File: config.mk
export PLATFORM = sky130hd
export DESIGN_NAME = turtle_grid_plotter_unit
export DESIGN_NICKNAME = d
export VERILOG_FILES = /design/src/hw/rtl/tgp_pkg.sv /design/src/hw/rtl/turtle_grid_plotter_unit.sv /design/src/hw/rtl/tgp_ram.sv /design/src/hw/rtl/tgp_grid.sv
export VERILOG_INCLUDE_DIRS = /design/src /design/src/hw/rtl
export SDC_FILE = /design/constraint.sdc
export NUM_CORES = 1
export LEC_CHECK = 0
export ABC_AREA = 0
export BUFFER_PORTS_ARGS = -buffer_cell sky130_fd_sc_hd__buf_2
export CORE_ASPECT_RATIO = 2
export CORE_UTILIZATION = 35
export CTS_BUF_LIST = sky130_fd_sc_hd__clkbuf_4 sky130_fd_sc_hd__clkbuf_8
export DETAILED_ROUTE_END_ITERATION = 8
export PLACE_DENSITY_LB_ADDON = 0.08
export SYNTH_ARGS = -nofsm -noshare
export SYNTH_HDL_FRONTEND = slang
export SYNTH_SLANG_ARGS = --single-unit
File: constraint.sdc
create_clock -name clk -period 4.7 [get_ports clk]
set_input_delay 0.47 -clock clk [delete_from_list [all_inputs] [get_ports clk]]
set_output_delay 0.47 -clock clk [all_outputs]
set_load 0.02 [all_outputs]
File: src/hw/rtl/assert_macros.svh
// Assertion macros for the plotter RTL; included by turtle_grid_plotter_unit.
`ifndef ASSERT_MACROS_SVH
`define ASSERT_MACROS_SVH
`ifndef SYNTHESIS
// Check a property on every rising clk edge outside reset.
`define TGP_ASSERT(label, prop) \
    label: assert property (@(posedge clk) disable iff (!rst_n) prop) \
        else $error("tgp assertion failed");
// Check that a condition never holds outside reset.
`define TGP_ASSERT_NEVER(label, cond) \
    `TGP_ASSERT(label, !(cond))
`else
`define TGP_ASSERT(label, prop)
`define TGP_ASSERT_NEVER(label, cond)
`endif
`endif

File: src/hw/rtl/tgp_pkg.sv
// Package with command codes, headings and transfer types of the grid plotter.
package tgp_pkg;

    localparam int GRID_SIZE_DEF = 32;

    localparam logic [2:0] OP_PEN_UP   = 3'd0;
    localparam logic [2:0] OP_PEN_DOWN = 3'd1;
    localparam logic [2:0] OP_RIGHT    = 3'd2;
    localparam logic [2:0] OP_LEFT     = 3'd3;
    localparam logic [2:0] OP_MOVE     = 3'd4;
    localparam logic [2:0] OP_READ     = 3'd5;

    localparam logic [1:0] HEAD_EAST  = 2'd0;
    localparam logic [1:0] HEAD_SOUTH = 2'd1;
    localparam logic [1:0] HEAD_WEST  = 2'd2;
    localparam logic [1:0] HEAD_NORTH = 2'd3;

    typedef struct packed {
        logic [2:0] operation;
        logic [7:0] steps;
        logic [4:0] row_select;
    } cmd_item_t;

    typedef struct packed {
        logic [4:0]  row_pos;
        logic [4:0]  col_pos;
        logic [1:0]  heading;
        logic        pen_is_down;
        logic [31:0] row_bits;
        logic        halted;
    } res_item_t;

endpackage

File: src/hw/rtl/turtle_grid_plotter_unit.sv
// Top level of the turtle grid plotter: command sequencer and result register.
//
// Usage: commands arrive on cmd (cmd_valid / cmd_stall); every command yields
// exactly one result on res (res_valid / res_stall), in command order. A
// transfer happens on a rising clk edge with valid high and stall low.
// One command is worked on at a time; cmd_stall is high while it runs.
// States a command passes through after it is taken, before the result state:
//   pen up, turns, stop, zero-step move, any command after stop: none
//   pen down, read row: mark or read state (one read-modify-write or read of RAM)
//   move of n steps: move state for min(n, steps to the edge) steps; with the pen
//   down, each step writes back the cell of the step before via the single write
//   port of the row RAM, and a move ends early once the turtle sits at the edge.
// Commands do not overlap: the next command is taken only after the result of
// the one before is loaded, which waits while the result register is not free.
// The next command is taken while a result still waits on res; when the
// receiver stalls, the finished result is held until the one in the result
// register has gone.
// Reset clears turtle position, heading, pen and stop flag at once; the grid
// rows are cleared by per-row valid bits, so no clearing pass is needed and
// the unit comes out of reset idle, ready for the first command.
`include "assert_macros.svh"
module turtle_grid_plotter_unit import tgp_pkg::*; #(
    parameter int GRID_SIZE = GRID_SIZE_DEF
) (
    input  logic      clk,
    input  logic      rst_n,
    input  logic      cmd_valid,
    output logic      cmd_stall,
    input  cmd_item_t cmd,
    output logic      res_valid,
    input  logic      res_stall,
    output res_item_t res
);

    localparam int RW = $clog2(GRID_SIZE);
    localparam logic [RW-1:0] LAST_POS = RW'(GRID_SIZE - 1);

    typedef enum logic [4:0] {
        S_IDLE = 5'b00001,
        S_MARK = 5'b00010,
        S_READ = 5'b00100,
        S_MOVE = 5'b01000,
        S_POST = 5'b10000
    } state_t;

    state_t          state_reg, state_next;
    logic [RW-1:0]   row_reg, row_next;
    logic [RW-1:0]   col_reg, col_next;
    logic [1:0]      head_reg, head_next;
    logic            pen_reg, pen_next;
    logic            halt_reg, halt_next;
    logic [7:0]      steps_reg, steps_next;
    logic            pend_reg, pend_next;
    logic [RW-1:0]   pend_row_reg, pend_row_next;
    logic [RW-1:0]   pend_col_reg, pend_col_next;
    logic            sel_ok_reg, sel_ok_next;
    logic [31:0]     bits_reg, bits_next;
    logic            res_vld_reg, res_vld_next;
    res_item_t       res_reg, res_next;

    logic            rd_en;
    logic [RW-1:0]   rd_row;
    logic [GRID_SIZE-1:0] rd_data;
    logic            wr_en;
    logic [GRID_SIZE-1:0] wr_data;
    logic [63:0]     row_wide;
    logic [6:0]      sel_ext;
    logic [RW-1:0]   new_row;
    logic [RW-1:0]   new_col;
    logic            at_edge;
    logic            can_step;
    logic            res_free;
    logic [7:0]      row_wide_pos;
    logic [7:0]      col_wide_pos;

    tgp_grid #(
        .GRID_SIZE (GRID_SIZE)
    ) u_grid (
        .clk     (clk),
        .rst_n   (rst_n),
        .rd_en   (rd_en),
        .rd_row  (rd_row),
        .rd_data (rd_data),
        .wr_en   (wr_en),
        .wr_row  (pend_row_reg),
        .wr_data (wr_data)
    );

    // write back the pending cell: pen-down mark or the previous move step
    assign wr_en   = (state_reg == S_MARK) || ((state_reg == S_MOVE) && pend_reg);
    assign wr_data = rd_data | ({{(GRID_SIZE-1){1'b0}}, 1'b1} << pend_col_reg);

    assign row_wide = 64'(rd_data);
    assign sel_ext  = 7'(cmd.row_select);

    // next cell in the heading and whether the turtle sits against that edge
    always_comb
    begin
        new_row = row_reg;
        new_col = col_reg;
        at_edge = 1'b0;
        case (head_reg)
            HEAD_EAST:
            begin
                new_col = col_reg + RW'(1);
                at_edge = (col_reg == LAST_POS);
            end
            HEAD_SOUTH:
            begin
                new_row = row_reg + RW'(1);
                at_edge = (row_reg == LAST_POS);
            end
            HEAD_WEST:
            begin
                new_col = col_reg - RW'(1);
                at_edge = (col_reg == '0);
            end
            default:
            begin
                new_row = row_reg - RW'(1);
                at_edge = (row_reg == '0);
            end
        endcase
    end

    // a clamped step leaves the turtle on a cell that is already marked, so stop there
    assign can_step = (steps_reg != 8'd0) && !at_edge;
    assign res_free = !res_vld_reg || !res_stall;
    assign cmd_stall = (state_reg != S_IDLE);

    assign row_wide_pos = 8'(row_reg);
    assign col_wide_pos = 8'(col_reg);

    always_comb
    begin
        state_next    = state_reg;
        row_next      = row_reg;
        col_next      = col_reg;
        head_next     = head_reg;
        pen_next      = pen_reg;
        halt_next     = halt_reg;
        steps_next    = steps_reg;
        pend_next     = pend_reg;
        pend_row_next = pend_row_reg;
        pend_col_next = pend_col_reg;
        sel_ok_next   = sel_ok_reg;
        bits_next     = bits_reg;
        res_next      = res_reg;
        res_vld_next  = res_vld_reg;
        rd_en         = 1'b0;
        rd_row        = row_reg;

        // drop the result once the receiver takes it
        if (res_vld_reg && !res_stall)
        begin
            res_vld_next = 1'b0;
        end

        case (state_reg)
            S_IDLE:
            begin
                if (cmd_valid)
                begin
                    bits_next  = '0;
                    state_next = S_POST;
                    if (!halt_reg)
                    begin
                        case (cmd.operation)
                            OP_PEN_UP:
                            begin
                                pen_next = 1'b0;
                            end
                            OP_PEN_DOWN:
                            begin
                                pen_next      = 1'b1;
                                rd_en         = 1'b1;
                                rd_row        = row_reg;
                                pend_row_next = row_reg;
                                pend_col_next = col_reg;
                                state_next    = S_MARK;
                            end
                            OP_RIGHT:
                            begin
                                head_next = head_reg + 2'd1;
                            end
                            OP_LEFT:
                            begin
                                head_next = head_reg - 2'd1;
                            end
                            OP_MOVE:
                            begin
                                steps_next = cmd.steps;
                                if (cmd.steps != 8'd0)
                                begin
                                    state_next = S_MOVE;
                                end
                            end
                            OP_READ:
                            begin
                                rd_en       = 1'b1;
                                rd_row      = sel_ext[RW-1:0];
                                sel_ok_next = (sel_ext < 7'(GRID_SIZE));
                                state_next  = S_READ;
                            end
                            default:
                            begin
                                halt_next = 1'b1;
                            end
                        endcase
                    end
                end
            end
            S_MARK:
            begin
                state_next = S_POST;
            end
            S_READ:
            begin
                bits_next  = sel_ok_reg ? row_wide[31:0] : '0;
                state_next = S_POST;
            end
            S_MOVE:
            begin
                if (can_step)
                begin
                    steps_next = steps_reg - 8'd1;
                    row_next   = new_row;
                    col_next   = new_col;
                    pend_next  = pen_reg;
                    if (pen_reg)
                    begin
                        // fetch the landing row; it is written back next cycle
                        rd_en         = 1'b1;
                        rd_row        = new_row;
                        pend_row_next = new_row;
                        pend_col_next = new_col;
                    end
                end
                else
                begin
                    pend_next  = 1'b0;
                    state_next = S_POST;
                end
            end
            S_POST:
            begin
                if (res_free)
                begin
                    res_vld_next         = 1'b1;
                    res_next.row_pos     = row_wide_pos[4:0];
                    res_next.col_pos     = col_wide_pos[4:0];
                    res_next.heading     = head_reg;
                    res_next.pen_is_down = pen_reg;
                    res_next.row_bits    = bits_reg;
                    res_next.halted      = halt_reg;
                    state_next           = S_IDLE;
                end
            end
            default:
            begin
                state_next = S_IDLE;
            end
        endcase
    end

    always_ff @(posedge clk or negedge rst_n)
    begin
        if (!rst_n)
        begin
            state_reg   <= S_IDLE;
            row_reg     <= '0;
            col_reg     <= '0;
            head_reg    <= HEAD_EAST;
            pen_reg     <= 1'b0;
            halt_reg    <= 1'b0;
            steps_reg   <= '0;
            pend_reg    <= 1'b0;
            res_vld_reg <= 1'b0;
        end
        else
        begin
            state_reg   <= state_next;
            row_reg     <= row_next;
            col_reg     <= col_next;
            head_reg    <= head_next;
            pen_reg     <= pen_next;
            halt_reg    <= halt_next;
            steps_reg   <= steps_next;
            pend_reg    <= pend_next;
            res_vld_reg <= res_vld_next;
        end
    end

    always_ff @(posedge clk)
    begin
        pend_row_reg <= pend_row_next;
        pend_col_reg <= pend_col_next;
        sel_ok_reg   <= sel_ok_next;
        bits_reg     <= bits_next;
        res_reg      <= res_next;
    end

    assign res_valid = res_vld_reg;
    assign res       = res_reg;

    `TGP_ASSERT(a_halt_sticky, halt_reg |=> halt_reg)
    `TGP_ASSERT(a_pend_in_move, pend_reg |-> (state_reg == S_MOVE))
    `TGP_ASSERT_NEVER(a_pos_off_grid, (row_reg > LAST_POS) || (col_reg > LAST_POS))
    `TGP_ASSERT(a_step_count, ((state_reg == S_MOVE) && can_step) |=> (steps_reg == $past(steps_reg) - 8'd1))

endmodule

File: src/hw/rtl/tgp_ram.sv
// Generic single write port, single read port RAM with registered read data.
module tgp_ram #(
    parameter int WIDTH = 32,
    parameter int DEPTH = 32
) (
    input  logic                     clk,
    input  logic                     we,
    input  logic [$clog2(DEPTH)-1:0] waddr,
    input  logic [WIDTH-1:0]         wdata,
    input  logic                     re,
    input  logic [$clog2(DEPTH)-1:0] raddr,
    output logic [WIDTH-1:0]         rdata
);

    logic [WIDTH-1:0] mem_reg [DEPTH];
    logic [WIDTH-1:0] q_reg;

    always_ff @(posedge clk)
    begin
        if (we)
        begin
            mem_reg[waddr] <= wdata;
        end
        if (re)
        begin
            q_reg <= mem_reg[raddr];
        end
    end

    assign rdata = q_reg;

endmodule

File: src/hw/rtl/tgp_grid.sv
// Grid store: row RAM, per-row valid bits for reset clearing, write forwarding.
module tgp_grid import tgp_pkg::*; #(
    parameter int GRID_SIZE = GRID_SIZE_DEF
) (
    input  logic                         clk,
    input  logic                         rst_n,
    input  logic                         rd_en,
    input  logic [$clog2(GRID_SIZE)-1:0] rd_row,
    output logic [GRID_SIZE-1:0]         rd_data,
    input  logic                         wr_en,
    input  logic [$clog2(GRID_SIZE)-1:0] wr_row,
    input  logic [GRID_SIZE-1:0]         wr_data
);

    logic [GRID_SIZE-1:0] ram_q;
    logic [GRID_SIZE-1:0] vld_reg;
    logic [GRID_SIZE-1:0] vld_next;
    logic                 vld_q_reg;
    logic                 vld_q_next;
    logic                 fwd_hit_reg;
    logic                 fwd_hit_next;
    logic [GRID_SIZE-1:0] fwd_data_reg;

    tgp_ram #(
        .WIDTH (GRID_SIZE),
        .DEPTH (GRID_SIZE)
    ) u_ram (
        .clk   (clk),
        .we    (wr_en),
        .waddr (wr_row),
        .wdata (wr_data),
        .re    (rd_en),
        .raddr (rd_row),
        .rdata (ram_q)
    );

    always_comb
    begin
        vld_next = vld_reg;
        if (wr_en)
        begin
            vld_next[wr_row] = 1'b1;
        end
        vld_q_next   = rd_en ? vld_reg[rd_row] : vld_q_reg;
        // same-row write in the read cycle: RAM gives old data, forward the new row
        fwd_hit_next = rd_en && wr_en && (rd_row == wr_row);
    end

    always_ff @(posedge clk or negedge rst_n)
    begin
        if (!rst_n)
        begin
            vld_reg     <= '0;
            vld_q_reg   <= 1'b0;
            fwd_hit_reg <= 1'b0;
        end
        else
        begin
            vld_reg     <= vld_next;
            vld_q_reg   <= vld_q_next;
            fwd_hit_reg <= fwd_hit_next;
        end
    end

    always_ff @(posedge clk)
    begin
        fwd_data_reg <= wr_data;
    end

    // rows never written since reset read as cleared
    assign rd_data = fwd_hit_reg ? fwd_data_reg : (vld_q_reg ? ram_q : '0);

endmodule
# Word-level counts from Yosys, hierarchy flattened
# Memories as Yosys holds them, arrays and structs flattened. A register that Yosys moved wholly into a read port is not among the register bits.
# Index checks and enable logic that the tools add are counted.
# word_totals
ram_bits	1024
mem_bits_ro	0
inputBits	20
latch_bits	0
elab_cells	156
mem_count	1
ff_bits	184
# mem_list
memory	words	word_bits	read_ports	rd_clocked_by_memory_dff	write_ports	line	source
u_grid.u_ram.mem_reg	32	32	1	1	1	tgp_ram.sv:15	logic [WIDTH-1:0] mem_reg [DEPTH];
# op_classes
n_div	0
n_eq_ne	24
n_reduce_logical	35
shifts	1
n_mul	0
bitwise	3
mux	58
n_lt_le_gt_ge	4
add_sub_neg	7
# ops
cell	count
two-way mux 32 bit	4
two-way mux 5 bit	20
bitwise OR 32 bit	2
one-hot mux 32 bit (2 select lines)	1
one-hot mux 5 bit (2 select lines)	5
two-way mux 8 bit	4
left shift 1 x 5 -> 32 bit (first input constant)	1
one-hot mux 5 bit (4 select lines)	1
< comparator 5 x 6 -> 1 bit (second input constant)	3
one-hot mux 8 bit (2 select lines)	1
nonzero test 8 bit	2
equality test 5 bit (second input constant)	3
two-way mux 1 bit	15
one-hot mux 5 bit (3 select lines)	1
inequality test 2 bit (second input constant)	6
AND reduction 4 bit	3
adder 5 x 1 -> 5 bit (second input constant)	2
logical NOT 5 bit	2
subtractor 5 x 1 -> 5 bit (second input constant)	2
AND reduction 2 bit	4
nonzero test 2 bit	4
subtractor 8 x 1 -> 8 bit (second input constant)	1
equality test 3 x 2 -> 1 bit (second input constant)	2
equality test 3 bit (second input constant)	2
29 further kinds	41

# Longest topological paths before layout
# logic_depth
word_depth	8
ltp_mapped	15
ltp_nobuf	14

# Modules after synthesis
# Synthesis repeated with hierarchy kept, for this count alone.
# hier_totals
cells_unflattened	2905
area_unflattened_um2	49029.5
# modules_own_cells
mod	n_inst	seq_area_each_um2	cells_each	area_per_inst_um2
tgp_ram	1	31710.4	2260	40812.9
turtle_grid_plotter_unit	1	3369.5	434	5651.7
tgp_grid	1	1491.4	211	2565.0

# Worst setup path after synthesis
# OpenSTA, ideal clock, no wires.
# synth_path
path_kind	reg-to-reg
start	register state_reg[3]
end	memory u_grid.u_ram.mem_reg[28][0], enable pin
t_arrival_ns	3.468
required_time_ns	4.278
path_stages_with_launch	7
setup_time_ns	0.422
path_buffers	2
path_slack_ns	0.810
cell_sequence	dfrtp_1 buf_2 nand2b_1 a2111oi_0 or3b_2 clkbuf_1 nor2_1
# synth_via
elab_chain_cells	5
# synth_lines
item	line	source
from (decl)	turtle_grid_plotter_unit.sv:46	state_t state_reg, state_next;
from (signal assigned)	turtle_grid_plotter_unit.sv:282	state_reg <= state_next;
equality test 5 x 4 -> 1 bit	turtle_grid_plotter_unit.sv:90	assign wr_en = (state_reg == S_MARK) || ((state_reg == S_MOVE) && pend_reg);
logical AND 1 bit	turtle_grid_plotter_unit.sv:90	
logical OR 1 bit (*)	turtle_grid_plotter_unit.sv:90	
two-way mux 1 bit (*)	tgp_ram.sv:20	if (we)
two-way mux 1 bit (not written as such) (*)	tgp_ram.sv:22	mem_reg[waddr] <= wdata;
to (decl)	tgp_ram.sv:15	
# Every way passes the cells marked *; elsewhere a longest branch is shown, timed or not.

# Worst setup path after layout
# layout_path
start	register head_reg[0]
end	register u_grid.u_ram.q_reg[29] (netlist: u_grid.u_ram.rdata[29]), read port of u_grid.u_ram.mem_reg (data pin)
# layout_via
elab_chain_cells	6
# layout_lines
item	line	source
from (decl)	turtle_grid_plotter_unit.sv:49	logic [1:0] head_reg, head_next;
from (signal assigned)	turtle_grid_plotter_unit.sv:285	head_reg <= head_next;
equality test 2 bit (tied with other cells)	turtle_grid_plotter_unit.sv:102	case (head_reg)
OR reduction 2 bit (no line) or one-hot mux 1 bit (3 select lines) (tied branches)	n/a	
one-hot mux 5 bit (2 select lines) or logical NOT 1 bit (tied branches)	turtle_grid_plotter_unit.sv:102, turtle_grid_plotter_unit.sv:127	
two-way mux 5 bit or logical AND 1 bit (tied branches)	turtle_grid_plotter_unit.sv:230, turtle_grid_plotter_unit.sv:127	
two-way mux 5 bit or two-way mux 1 bit (tied branches)	turtle_grid_plotter_unit.sv:224	if (can_step)
one-hot mux 5 bit (2 select lines) or one-hot mux 1 bit (2 select lines) (tied branches)	turtle_grid_plotter_unit.sv:159	case (state_reg)
to (decl)	tgp_ram.sv:16	logic [WIDTH-1:0] q_reg;
# Several ways; a longest one is shown, not always the timed one.
# A chain may end at the register's enable or synchronous reset.

==> results.cfg <==
[clocking]
tritoncts.num_buffers = 186
cts_tree = done
cts_root_buf = clkbuf_8
clock_latency_ps = 900
htree_levels = 4
postCtsSetupRepairBufs = 0
clk_pin_slew_ps = 70
cts.sinks = 1239
cts.path.max_buffers = 4

[worst_setup_path]
worstPathMaxFanout = 57
critPathKind = reg -> reg
cp_num_buf_inv = 3
slowest_delay_ps = 620
worstSetupEndpointType = flop
critPathSlowestCell = a311oi_1
crit_arrival_ps = 4990
ff2ff_setup_slack_ps = 320
worstPathRequired_ps = 5310
cp_top_family = simple AND/OR/NAND/NOR gates
cp_cell_sequence = inv_1 -> ha_1 -> nand4_1 -> or4_1 -> nand4_4 -> o32a_1 -> nand2_8 -> buf_12 -> nand2_1 -> nand3_1 -> and3_1 -> a311oi_1 -> buf_4 -> a211oi_1
worst_setup_path_start_kind = flop

[drt]
first_iter_violations = 2250
drc = 0
vias = 32108
first_pass_iters = 6
ant_nets = 0
wl_per_cell_um = 27.61
avgViaCountPerCell = 5.292
routed_wl_um = 167500

[sta]
grt_setup_unrepaired = false
min_period_over_period_pct = 93.21
max_slew.worst_pin.slew_ps = 1306
setup_viol = 0
max_clock_freq_mhz = 228.3
period_needed_ps = 4381
slew_headroom_pct = 12.94
tns_ps = 0
hold_violations = 0
fin_skew_ps = 77.48
maxSlewViolCount = 0

[synthesis]
synth_top_area_cell = edfxtp_1
synth_seq_cells = 1239
syn-num-nets = 3845
yosysMostFrequentCell = edfxtp_1
ys_types = 71
synthTopCellsByCount = edfxtp_1, nand2_1, and3_1, nand3_1, o21ai_0
ys_async_sr_fraction_pct = 5.085
syn_avg_cell_area_sq_um = 12.94
seq_area_frac_synth_pct = 74.16
syn_inst = 3811
synth_edf_count = 1144
synthesis.yosys.warnings = 0
syn_area_sq_um = 49310
synth_flop_cell = edfxtp_1
synth.area.top_cells = edfxtp_1, nand2_1, and3_1
netlist.area_leader.share_pct = 69.67

[pwr]
switchingPower_uw = 9834
swShare_pct = 32.58
powerDensity_nw_per_um2 = 524.8
clock_power_share_pct = 29.0
power.internal_uw = 20350
comb_power_share_pct = 25.5
leakagePower_uw = 0.02099
pwr-share-seq_pct = 45.6
ir_worst_vdd_v = 0.0002342

[place]
gp_congestion = 0.7897
postPlaceCellArea_sq_um = 53820
dp_hpwl_um = 95650
portBuffers = 67

[grt]
grt-ovfl-total = 0
grt_pass1_vias = 32493
antenna_found_initial = 4
grt_pass1_wl_um = 236800
grt_util_all_layers_pct = 23.52
grt_max_degree = 78

[final_layout]
fin_nets = 4093
ff_latch_area_sq_um = 36570
area_growth_pct = 16.63
drive_above_1_share_pct = 16.32
fin_util_pct = 41.13
multi_input_area_sq_um = 12090
nFillCells = 13246
largest_reg_flops = 1024
final_cell_area_sq_um = 57510

[floorplanning]
ioPinCount = 68
rows = 194
core_sq_um = 139800
start_util_pct = 35.27
die-area_sq_um = 142500
die_h_um = 532.8
die_x_um = 267.4

[outcome]
status = complete, no violations

[min_path]
hp-class = in -> reg

[run]
maxCapViolations = 0
## worst reg2reg max path: stages (launching register included)
cell	delay (ps)
dfrtp_1	470
inv_1	250
ha_1	290
nand4_1	120
or4_1	510
nand4_4	200
o32a_1	310
nand2_8	270
buf_12	330
nand2_1	190
nand3_1	80
and3_1	230
a311oi_1	620
buf_4	220
a211oi_1	40
## placed cells by master, fill, tap and decap left out, types with 36 or more instances in the layout
| master | synthesis | layout |
|---|---|---|
| nor2_4 | 0 | 36 |
| nand3_1 | 224 | 224 |
| a31oi_1 | 38 | 38 |
| buf_4 | 4 | 145 |
| nor2_1 | 105 | 70 |
| dfrtp_1 | 62 | 61 |
| clkbuf_4 | 0 | 47 |
| clkinv_1 | 1 | 57 |
| clkbuf_8 | 0 | 199 |
| a311oi_1 | 66 | 66 |
| nand2_1 | 1075 | 1072 |
| buf_12 | 0 | 66 |
| o21ai_0 | 182 | 150 |
| nand4_1 | 36 | 36 |
| buf_2 | 81 | 67 |
| or2_2 | 35 | 36 |
| a211oi_1 | 39 | 39 |
| and3_1 | 311 | 310 |
| edfxtp_1 | 1144 | 1144 |
## metrics by stage
| stage | total power [uW] | hold WS [ps] | cells | setup slack (ps) |
|---|---|---|---|---|
| 2_1_floorplan | 18210 | 174.4 | 3811 | 810.1 |
| 3_3_place_gp | 21710 | 401.6 | 5720 | 331.4 |
| 3_5_place_dp | 21720 | 405.4 | 5720 | 283.7 |
| 4_1_cts | 30490 | 50.13 | 6065 | 261.2 |
| 5_1_grt | 31450 | 122.3 | 6066 | 173.0 |
| 6_report | 30180 | 114.9 | 6067 | 319.1 |
## timing repair
action / CTS / global route
resized for setup: 0 / 0
hold buffers: 13 / 0
hold endpoints to repair: 78 / 0
## final timing paths
path | from | to | cells after the start
worst max-delay path | head_reg[0] | u_grid.u_ram.rdata[29] | 14
worst min-delay path | cmd[12] | state_reg[3] | 5
worst max register to register | head_reg[0] | u_grid.u_ram.rdata[29] | 14
worst min register to register | bits_reg[17] | res[18] | 0
max in group asynchronous | rst_n | u_grid.fwd_hit_reg | 3
min in group asynchronous | rst_n | row_reg[2] | 3
## routing by layer
layer / up-vias / share of wire (%) / global-route usage [%]
li1: 14430 / - / -
met1: 16433 / 38 / 27.18
met2: 905 / 53 / 42.97
met3: 340 / 3.7 / 2.403
met4: 0 / 4.9 / 11.14
met5: - / 0 / 0
## power by group through the flow
stage	combinational, uW	sequential [uW]	clock (uW)
after floorplan	4200	14000	0
after global placement	7740	14000	0
after detailed placement	7750	14000	0
after CTS	7790	13700	8960
after global routing	8320	13800	9350
final	7680	13700	8750
## cell type report
type,count,share of cell area [%]
Clock buffer,246,5.376
Inverter,20,0.1305
Tap cell,1862,4.051
Antenna cell,2,0.008702
Multi-Input combinational cell,2321,21.03
Sequential cell,1239,63.59
Timing Repair Buffer,291,5.000
Clock inverter,86,0.8137
## kinds of logic (layout without fill, tap and decap cells)
group	Yosys count	in the layout	share of synthesized area, %
simple gates	1846	1846	16.98
other cells	0	2	0
mux	12	12	0.2588
flops	1239	1239	74.16
fa+ha+maj	14	14	0.3857
compound gates	430	430	5.666
buf+inv	251	643	2.207
xor+xnor	19	19	0.3375
Power figures use the tool's default switching activity.
